--- config.mk ---
export PLATFORM = sky130hd
export DESIGN_NAME = i2c_thermometer_scan_and_read_core
export DESIGN_NICKNAME = d
export VERILOG_FILES = /design/src/hdl/tsr_pkg.sv /design/src/hdl/i2c_thermometer_scan_and_read_core.sv
export VERILOG_INCLUDE_DIRS = /design/src /design/src/hdl
export SDC_FILE = /design/constraint.sdc
export NUM_CORES = 1
export LEC_CHECK = 0
export BUFFER_PORTS_ARGS = -buffer_cell sky130_fd_sc_hd__buf_2
export CORE_AREA = 8 8 144 132
export CTS_BUF_LIST = sky130_fd_sc_hd__clkbuf_2
export DETAILED_ROUTE_END_ITERATION = 16
export DIE_AREA = 0 0 152 140
export GPL_TIMING_DRIVEN = 1
export HOLD_SLACK_MARGIN = 0.08
export RECOVER_POWER = 100
export SETUP_SLACK_MARGIN = 0.02
export SYNTH_ARGS = -nofsm -noshare
export SYNTH_HDL_FRONTEND = slang
export SYNTH_SLANG_ARGS = --single-unit
--- constraint.sdc ---
create_clock -name aclk -period 5.1 [get_ports aclk]
set_input_delay 0.51 -clock aclk [delete_from_list [all_inputs] [get_ports aclk]]
set_output_delay 0.51 -clock aclk [all_outputs]
set_load 0.02 [all_outputs]
--- src/hdl/i2c_thermometer_scan_and_read_core_assert.svh ---
// ----------------------------------------------------------------------------
// Assertion macros for the thermometer poller core
// Short forms of the concurrent checks used at the end of the top level.
// ----------------------------------------------------------------------------
`ifndef I2C_THERMOMETER_SCAN_AND_READ_CORE_ASSERT_SVH
`define I2C_THERMOMETER_SCAN_AND_READ_CORE_ASSERT_SVH

// Same-cycle implication, checked on aclk while out of reset.
`define TSR_ASSERT_NOW(label, ante, cons) \
    label: assert property (@(posedge aclk) disable iff (!aresetn) \
        (ante) |-> (cons)) else $error("thermometer poller check failed");

// Next-cycle implication, checked on aclk while out of reset.
`define TSR_ASSERT_NEXT(label, ante, cons) \
    label: assert property (@(posedge aclk) disable iff (!aresetn) \
        (ante) |=> (cons)) else $error("thermometer poller check failed");

`endif

--- src/hdl/tsr_pkg.sv ---
// ----------------------------------------------------------------------------
// tsr_pkg
// Types, codes and reset constants of the thermometer poller core.
// ----------------------------------------------------------------------------
`timescale 1ns / 1ps

package tsr_pkg;

    localparam int NUM_SENSORS_DEF = 8;

    // Configuration register indexes
    localparam logic [1:0] CFG_BASE_ADDR = 2'd0;
    localparam logic [1:0] CFG_CONV_CMD  = 2'd1;
    localparam logic [1:0] CFG_READ_CMD  = 2'd2;

    localparam logic [7:0] BASE_ADDR_RST = 8'h90;
    localparam logic [7:0] CONV_CMD_RST  = 8'hEE;
    localparam logic [7:0] READ_CMD_RST  = 8'hAA;

    // Request and bus event codes
    localparam logic [2:0] FN_SCAN      = 3'd0;
    localparam logic [2:0] FN_READ      = 3'd1;
    localparam logic [2:0] FN_START     = 3'd2;
    localparam logic [2:0] FN_ADDR_ACK  = 3'd3;
    localparam logic [2:0] FN_BYTE_SENT = 3'd4;
    localparam logic [2:0] FN_BYTE_RX   = 3'd5;
    localparam logic [2:0] FN_NACK      = 3'd6;

    typedef enum logic [3:0] {
        PH_IDLE     = 4'd0,
        PH_SC_START = 4'd1,
        PH_SC_ADDR  = 4'd2,
        PH_SC_DATA  = 4'd3,
        PH_WR_START = 4'd4,
        PH_WR_ADDR  = 4'd5,
        PH_WR_DATA  = 4'd6,
        PH_RD_START = 4'd7,
        PH_RD_DATA  = 4'd8
    } phase_t;

    // Result word; the last member lands in the lowest bit
    typedef struct packed {
        logic signed [15:0] temperature;
        logic [7:0]         detected_map;
        logic               failed;
        logic               done_res;
        logic [7:0]         tx_byte;
        logic               tx_is_address;
        logic               tx_valid;
        logic               ack_off;
        logic               stop_req;
        logic               start_req;
    } result_t;

endpackage

--- src/hdl/i2c_thermometer_scan_and_read_core.sv ---
// ----------------------------------------------------------------------------
// i2c_thermometer_scan_and_read_core
// I2C master sequencer that scans and reads up to eight thermometers.
// ----------------------------------------------------------------------------
//  channel  | direction | contents
//  ---------+-----------+--------------------------------------------------
//  s_       | in        | request or bus event word
//  m_       | out       | bus actions and completion report, one per word
//  cfg_     | in        | base address, convert and read command bytes
//
//  The state machine decides on each input word in the cycle it is accepted,
//  and the result register holds the answer.
//  A new word is taken every cycle while the result register is empty or
//  is being drained; a stalled m_ side holds one result and blocks s_.
//  aresetn is synchronous, active low; it clears state and config to defaults.
// ----------------------------------------------------------------------------
`timescale 1ns / 1ps

module i2c_thermometer_scan_and_read_core #(
    parameter int NUM_SENSORS = tsr_pkg::NUM_SENSORS_DEF
) (
    input  logic        aclk,
    input  logic        aresetn,

    input  logic        s_tvalid,
    output logic        s_tready,
    // [2:0] func, [5:3] sensor_id, [13:6] rx_byte, [15:14] zero
    input  logic [15:0] s_tdata,

    output logic        m_tvalid,
    input  logic        m_tready,
    // [0] start_req, [1] stop_req, [2] ack_off, [3] tx_valid,
    // [4] tx_is_address, [12:5] tx_byte, [13] done_res, [14] failed,
    // [22:15] detected_map, [38:23] temperature, [39] zero
    output logic [39:0] m_tdata,

    input  logic        cfg_we,
    input  logic [1:0]  cfg_index,
    input  logic [7:0]  cfg_wdata
);

    // Configuration registers
    logic [7:0] base_addr_reg;
    logic [7:0] conv_cmd_reg;
    logic [7:0] read_cmd_reg;

    // Sequencer state
    tsr_pkg::phase_t phase_reg, phase_next;
    logic [2:0]      target_reg, target_next;
    logic            rx_count_reg, rx_count_next;
    logic [7:0]      map_reg, map_next;
    logic [7:0]      high_byte_reg;

    // Result register
    logic            m_tvalid_reg;
    tsr_pkg::result_t res_reg, res_next;

    logic       s_accept;
    logic [2:0] func;
    logic [2:0] sensor_id;
    logic [7:0] rx_byte;
    logic       scan_more;
    logic       sensor_ok;
    logic       high_load;
    logic       read_go;

    // Unpack the input word
    assign func      = s_tdata[2:0];
    assign sensor_id = s_tdata[5:3];
    assign rx_byte   = s_tdata[13:6];

    // Take a word whenever the result register frees up this cycle
    assign s_tready = !m_tvalid_reg || m_tready;
    assign s_accept = s_tvalid && s_tready;

    // Another index left to scan; sensor exists and answered the last scan
    assign scan_more = ({1'b0, target_reg} + 4'd1) < 4'(NUM_SENSORS);
    assign sensor_ok = ({1'b0, sensor_id} < 4'(NUM_SENSORS)) && map_reg[sensor_id];

    // First received byte of a read goes into the high byte store
    assign high_load = (phase_reg == tsr_pkg::PH_RD_DATA) && (func == tsr_pkg::FN_BYTE_RX)
                       && !rx_count_reg;

    // Idle read request that opens a bus transfer
    assign read_go = s_accept && (phase_reg == tsr_pkg::PH_IDLE)
                     && (phase_next == tsr_pkg::PH_WR_START);

    // ------------------------------------------------------------------
    // Next state
    // ------------------------------------------------------------------
    always_comb begin
        phase_next    = phase_reg;
        target_next   = target_reg;
        rx_count_next = rx_count_reg;
        map_next      = map_reg;
        case (phase_reg)
            tsr_pkg::PH_IDLE: begin
                if (func == tsr_pkg::FN_SCAN) begin
                    map_next      = 8'd0;
                    target_next   = 3'd0;
                    rx_count_next = 1'b0;
                    phase_next    = tsr_pkg::PH_SC_START;
                end else if (func == tsr_pkg::FN_READ && sensor_ok) begin
                    target_next   = sensor_id;
                    rx_count_next = 1'b0;
                    phase_next    = tsr_pkg::PH_WR_START;
                end
            end
            tsr_pkg::PH_SC_START: begin
                if (func == tsr_pkg::FN_START) begin
                    phase_next = tsr_pkg::PH_SC_ADDR;
                end
            end
            tsr_pkg::PH_SC_ADDR, tsr_pkg::PH_SC_DATA: begin
                if (phase_reg == tsr_pkg::PH_SC_ADDR && func == tsr_pkg::FN_ADDR_ACK) begin
                    phase_next = tsr_pkg::PH_SC_DATA;
                end else if (func == tsr_pkg::FN_NACK
                             || (phase_reg == tsr_pkg::PH_SC_DATA
                                 && func == tsr_pkg::FN_BYTE_SENT)) begin
                    // mark the index present only when the command went out
                    if (func == tsr_pkg::FN_BYTE_SENT) begin
                        map_next[target_reg] = 1'b1;
                    end
                    if (scan_more) begin
                        target_next   = target_reg + 3'd1;
                        rx_count_next = 1'b0;
                        phase_next    = tsr_pkg::PH_SC_START;
                    end else begin
                        phase_next = tsr_pkg::PH_IDLE;
                    end
                end
            end
            tsr_pkg::PH_WR_START: begin
                if (func == tsr_pkg::FN_START) begin
                    phase_next = tsr_pkg::PH_WR_ADDR;
                end
            end
            tsr_pkg::PH_WR_ADDR, tsr_pkg::PH_WR_DATA, tsr_pkg::PH_RD_START,
            tsr_pkg::PH_RD_DATA: begin
                if (func == tsr_pkg::FN_NACK && phase_reg != tsr_pkg::PH_RD_START) begin
                    phase_next = tsr_pkg::PH_IDLE;
                end else if (phase_reg == tsr_pkg::PH_WR_ADDR
                             && func == tsr_pkg::FN_ADDR_ACK) begin
                    phase_next = tsr_pkg::PH_WR_DATA;
                end else if (phase_reg == tsr_pkg::PH_WR_DATA
                             && func == tsr_pkg::FN_BYTE_SENT) begin
                    rx_count_next = 1'b0;
                    phase_next    = tsr_pkg::PH_RD_START;
                end else if (phase_reg == tsr_pkg::PH_RD_START
                             && func == tsr_pkg::FN_START) begin
                    phase_next = tsr_pkg::PH_RD_DATA;
                end else if (phase_reg == tsr_pkg::PH_RD_DATA
                             && func == tsr_pkg::FN_BYTE_RX) begin
                    if (!rx_count_reg) begin
                        rx_count_next = 1'b1;
                    end else begin
                        rx_count_next = 1'b0;
                        phase_next    = tsr_pkg::PH_IDLE;
                    end
                end
            end
            default: begin
                phase_next = tsr_pkg::PH_IDLE;
            end
        endcase
    end

    // ------------------------------------------------------------------
    // Result word
    // ------------------------------------------------------------------
    always_comb begin
        res_next = '0;
        case (phase_reg)
            tsr_pkg::PH_IDLE: begin
                if (func == tsr_pkg::FN_SCAN) begin
                    res_next.start_req = 1'b1;
                end else if (func == tsr_pkg::FN_READ) begin
                    if (sensor_ok) begin
                        res_next.start_req = 1'b1;
                    end else begin
                        // absent sensor: report failure, no bus traffic
                        res_next.done_res = 1'b1;
                        res_next.failed   = 1'b1;
                    end
                end
            end
            tsr_pkg::PH_SC_START, tsr_pkg::PH_WR_START: begin
                if (func == tsr_pkg::FN_START) begin
                    res_next.tx_valid      = 1'b1;
                    res_next.tx_is_address = 1'b1;
                    res_next.tx_byte       = base_addr_reg | {4'd0, target_reg, 1'b0};
                end
            end
            tsr_pkg::PH_SC_ADDR, tsr_pkg::PH_SC_DATA: begin
                if (phase_reg == tsr_pkg::PH_SC_ADDR && func == tsr_pkg::FN_ADDR_ACK) begin
                    res_next.tx_valid = 1'b1;
                    res_next.tx_byte  = conv_cmd_reg;
                end else if (func == tsr_pkg::FN_NACK
                             || (phase_reg == tsr_pkg::PH_SC_DATA
                                 && func == tsr_pkg::FN_BYTE_SENT)) begin
                    // stop this index, then start the next or finish the scan
                    res_next.stop_req  = 1'b1;
                    res_next.start_req = scan_more;
                    res_next.done_res  = !scan_more;
                end
            end
            tsr_pkg::PH_WR_ADDR, tsr_pkg::PH_WR_DATA, tsr_pkg::PH_RD_START,
            tsr_pkg::PH_RD_DATA: begin
                if (func == tsr_pkg::FN_NACK && phase_reg != tsr_pkg::PH_RD_START) begin
                    res_next.stop_req = 1'b1;
                    res_next.done_res = 1'b1;
                    res_next.failed   = 1'b1;
                end else if (phase_reg == tsr_pkg::PH_WR_ADDR
                             && func == tsr_pkg::FN_ADDR_ACK) begin
                    res_next.tx_valid = 1'b1;
                    res_next.tx_byte  = read_cmd_reg;
                end else if (phase_reg == tsr_pkg::PH_WR_DATA
                             && func == tsr_pkg::FN_BYTE_SENT) begin
                    res_next.start_req = 1'b1;
                end else if (phase_reg == tsr_pkg::PH_RD_START
                             && func == tsr_pkg::FN_START) begin
                    res_next.tx_valid      = 1'b1;
                    res_next.tx_is_address = 1'b1;
                    res_next.tx_byte       = base_addr_reg | {4'd0, target_reg, 1'b1};
                end else if (phase_reg == tsr_pkg::PH_RD_DATA
                             && func == tsr_pkg::FN_BYTE_RX) begin
                    if (!rx_count_reg) begin
                        // NACK the last byte and stop after it
                        res_next.stop_req = 1'b1;
                        res_next.ack_off  = 1'b1;
                    end else begin
                        res_next.done_res    = 1'b1;
                        res_next.temperature = {high_byte_reg, rx_byte};
                    end
                end
            end
            default: begin
                res_next = '0;
            end
        endcase
        res_next.detected_map = map_next;
    end

    // ------------------------------------------------------------------
    // Registers
    // ------------------------------------------------------------------
    always_ff @(posedge aclk) begin
        if (!aresetn) begin
            base_addr_reg <= tsr_pkg::BASE_ADDR_RST;
            conv_cmd_reg  <= tsr_pkg::CONV_CMD_RST;
            read_cmd_reg  <= tsr_pkg::READ_CMD_RST;
        end else if (cfg_we) begin
            case (cfg_index)
                tsr_pkg::CFG_BASE_ADDR: base_addr_reg <= cfg_wdata;
                tsr_pkg::CFG_CONV_CMD:  conv_cmd_reg  <= cfg_wdata;
                tsr_pkg::CFG_READ_CMD:  read_cmd_reg  <= cfg_wdata;
                default: begin
                    // drop writes to unused indexes
                end
            endcase
        end
    end

    always_ff @(posedge aclk) begin
        if (!aresetn) begin
            phase_reg    <= tsr_pkg::PH_IDLE;
            target_reg   <= 3'd0;
            rx_count_reg <= 1'b0;
            map_reg      <= 8'd0;
            m_tvalid_reg <= 1'b0;
        end else begin
            if (s_accept) begin
                phase_reg    <= phase_next;
                target_reg   <= target_next;
                rx_count_reg <= rx_count_next;
                map_reg      <= map_next;
                m_tvalid_reg <= 1'b1;
            end else if (m_tready) begin
                m_tvalid_reg <= 1'b0;
            end
        end
    end

    // Payload registers: no reset
    always_ff @(posedge aclk) begin
        if (s_accept) begin
            res_reg <= res_next;
            if (high_load) begin
                high_byte_reg <= rx_byte;
            end
        end
    end

    assign m_tvalid = m_tvalid_reg;
    assign m_tdata  = {1'b0, res_reg};

    // ------------------------------------------------------------------
    // Checks
    // ------------------------------------------------------------------
`include "i2c_thermometer_scan_and_read_core_assert.svh"

    // A finished request always leaves the sequencer idle
    `TSR_ASSERT_NEXT(a_done_goes_idle, s_accept && res_next.done_res, phase_reg == tsr_pkg::PH_IDLE)
    // A failure is reported as done and carries a zero temperature
    `TSR_ASSERT_NOW(a_fail_zero_temp, m_tvalid && m_tdata[14], m_tdata[13] && !(|m_tdata[38:23]))
    // A read starts only for a sensor that answered the scan
    `TSR_ASSERT_NOW(a_read_present, read_go, map_reg[sensor_id])
    // No byte value without a byte to send
    `TSR_ASSERT_NOW(a_tx_byte_idle, m_tvalid && !m_tdata[3], m_tdata[12:5] == 8'd0)

endmodule
==> key figures <==
Critical path
  • Worst Setup End Kind: register
  • Startpoint types: register
  • Worst-path fanout max: 22
  • Worst EP required: 5540 ps
  • CP arrival: 3860 ps
  • Critical path class: reg2reg

Logic synthesis
  • Async set or reset register ratio after synthesis: 0%
  • Cells after Synth: 387
  • Seq/Total Area, Yosys: 54.99%
  • Mean Syn Cell Area: 10.49 um^2
  • Syn_nets: 419
  • Synthesized area: 4059 um^2
  • Synth cell types: 65
  • Syn. warnings: 0
  • Yosys top cell area share: 34.77%
  • Synth top area cells: edfxtp_1 35%, dfxtp_1 20%, mux2i_1 5.2%
  • Flops & latches, synth: 88
  • Largest area contributor in the netlist: edfxtp_1
  • Post-synth EDFFs: 47
  • Ys flop type: edfxtp_1

Placed design
  • RePlAce Congestion: 0.8383
  • Post-DP HPWL: 7532 um
  • IO Port Bufs: 69

CTS
  • CTS Buf Count: 9
  • Worst skew pair latency: 570 ps
  • CTS HTree Levels: 3
  • CTS tree: yes
  • Hold_buf cts: 0
  • Worst-path clk slew: 280 ps
  • # Post-CTS Setup Buffers: 0
  • Root Driver: clkbuf_2
  • Clock sink total: 88
  • Max clock buf depth: 2
  • # resized after CTS: 0

STA
  • Final setup fails: 0
  • Tmin final: 3421 ps
  • Final hold vios: 0
  • Skew final: 48.36 ps
  • Unrepaired setup endpoints after global routing: no
  • Part of the cycle the worst path needs: 67.08%
  • Rel. slew slack: 14.47%
  • Worst-Margin Slew: 1283 ps
  • Max Slew Vio Count: 0
  • FMAX: 292.3 MHz
  • Setup TNS: 0 ps

Detailed routing
  • Post-Route WL: 10,350 um
  • DR pass1 iterations: 5
  • Final ANT Viol Nets: 0
  • Post-DR vias/cell: 4.857
  • Vias: 3,235
  • Routed WL per cell: 15.54 um
  • Iter 0 DRT Violations: 272
  • Drt drc: 0

Floorplanning
  • Initial Util: 24.44%
  • I/O Pins: 73
  • Core area: 16,610 um^2
  • Die W: 152 um
  • Site Rows: 45
  • Die Area: 21,280 um^2
  • Die Y: 140 um

Global routing
  • Vias in the first global route: 3,278
  • Total gr overflow: 0
  • First-pass GRT wire length: 16,670 um
  • Initial antenna violation count: 1
  • GRT Util Overall: 9.604%
  • Largest net degree at the start of global routing: 28

Layout
  • Layout cells sized above 1: 9.031%
  • Layout net count: 481
  • Max reg flops: 39
  • Area Overhead vs Synth: 12.82%

Power
  • Peak VDD IR: 0.00009042 V
  • Final Power: 1.287 mW
  • Leakage: 1.677 nW
  • PwrDens: 281.0 nW/um^2

Outcome
  • Run status: complete, no violations

Worst hold path
  • Worst hold path class: in2reg

Run
  • MaxCap Viol Count: 0
synth_stat cells, types with 2 or more instances:
library cell and instances:
a21oi_1 13, or3_1 5, clkbuf_1 12, o211ai_1 2, nor4_1 2, nand2_1 51, a211oi_1 2, nand3_1 10
nand2b_1 5, a221oi_1 2, o21bai_1 2, and2_1 17, nor3_1 6, edfxtp_1 47, mux2_2 2, a222oi_1 4
buf_2 7, o21ai_0 11, nand4_1 2, and3_1 2, o41ai_1 2, a22o_1 4, nor2_1 36, mux2i_1 21
inv_1 12, xor2_1 2, nor3_2 4, o21ai_1 2, dfxtp_1 41, buf_6 2, nand3b_1 5, a22oi_1 13
a31oi_1 4, o21a_1 2, a311oi_2 2, buf_1 2
worst paths after layout:
| kind | startpoint | end | slack (ps) | cells past startpoint |
|---|---|---|---|---|
| worst max-delay path | m_tvalid | map_reg[3] | 1680 | 7 |
| worst min-delay path | cfg_wdata[6] | conv_cmd_reg[6] | 160 | 3 |
| worst max register to register | m_tvalid | map_reg[3] | 1680 | 7 |
| worst min register to register | conv_cmd_reg[0] | conv_cmd_reg[0] | 480 | 2 |
worst max-delay path: stages (launching register included):
cell	delay (ps)
dfxtp_1	380
nand2b_1	150
nand2_1	190
inv_1	650
clkbuf_1	1010
nand3_1	540
a22oi_1	330
nor2_1	50
metal layers:
metal | GRT usage [%] | vias to the layer above | part of all wire, %
met2 | 16.41 | 98 | 47
met5 | 0 | - | 0
met1 | 11.32 | 1591 | 46
li1 | - | 1539 | -
met3 | 3.844 | 7 | 6.4
met4 | 1.629 | 0 | 0.65
per-stage QoR:
stage / worst slack, ps / utilization [%] / hold WS [ps] / area [um^2] / std cells
after floorplan: 2205 / - / 435.9 / 4059 / 387
after global placement: 2216 / 27.53 / 442.6 / 4573 / 646
after detailed placement: 2113 / 27.53 / 453.9 / 4573 / 646
after CTS: 2377 / 28.16 / 93.29 / 4677 / 662
after global routing: 1312 / 27.57 / 90.35 / 4579 / 666
final: 1679 / 27.57 / 158.2 / 4579 / 666
where the power goes:
part	switching (mW)	internal [mW]	total (mW)
Combinational	0.105	0.0500	0.155
Sequential	0.0257	0.774	0.799
Clock	0.258	0.0746	0.333
cells in the final DEF (no fill, tap or decap), types with 3 or more instances in the layout:
| master | instances |
|---|---|
| a21oi_1 | 13 |
| a222oi_1 | 4 |
| a22o_1 | 4 |
| a22oi_1 | 13 |
| a31oi_1 | 4 |
| and2_0 | 13 |
| and2_1 | 4 |
| buf_2 | 17 |
| clkbuf_1 | 54 |
| clkbuf_2 | 9 |
| dfxtp_1 | 41 |
| dlygate4sd3_1 | 3 |
| edfxtp_1 | 47 |
| inv_1 | 12 |
| mux2i_1 | 21 |
| nand2_1 | 51 |
| nand2b_1 | 5 |
| nand3_1 | 10 |
| nand3b_1 | 5 |
| nor2_1 | 37 |
| nor3_1 | 9 |
| o21ai_0 | 12 |
| or3_1 | 5 |
final cells by class:
type / instances / area [um^2]
Antenna cell: 1 / 2.502
Clock buffer: 9 / 45.04
Clock inverter: 7 / 58.81
Fill cell: 1731 / 12030
Inverter: 13 / 48.80
Multi-Input combinational cell: 262 / 1603
Sequential cell: 88 / 2232
Tap cell: 211 / 264.0
Timing Repair Buffer: 75 / 325.3
logic make-up (layout without fill, tap and decap cells):
family / count (synthesis) / count (layout) / share of synthesized area (%)
AND/OR/NAND/NOR: 158 / 158 / 20.13
flip-flops: 88 / 88 / 54.99
AO/OA/AOI/OAI: 77 / 77 / 14.21
buffers and inverters: 37 / 104 / 4.100
multiplexers: 23 / 23 / 5.734
XOR/XNOR: 2 / 2 / 0.4316
adder cells (fa/ha/maj): 1 / 1 / 0.3082
other: 1 / 2 / 0.09239
No activity file was read; power rests on OpenSTA's default activity.
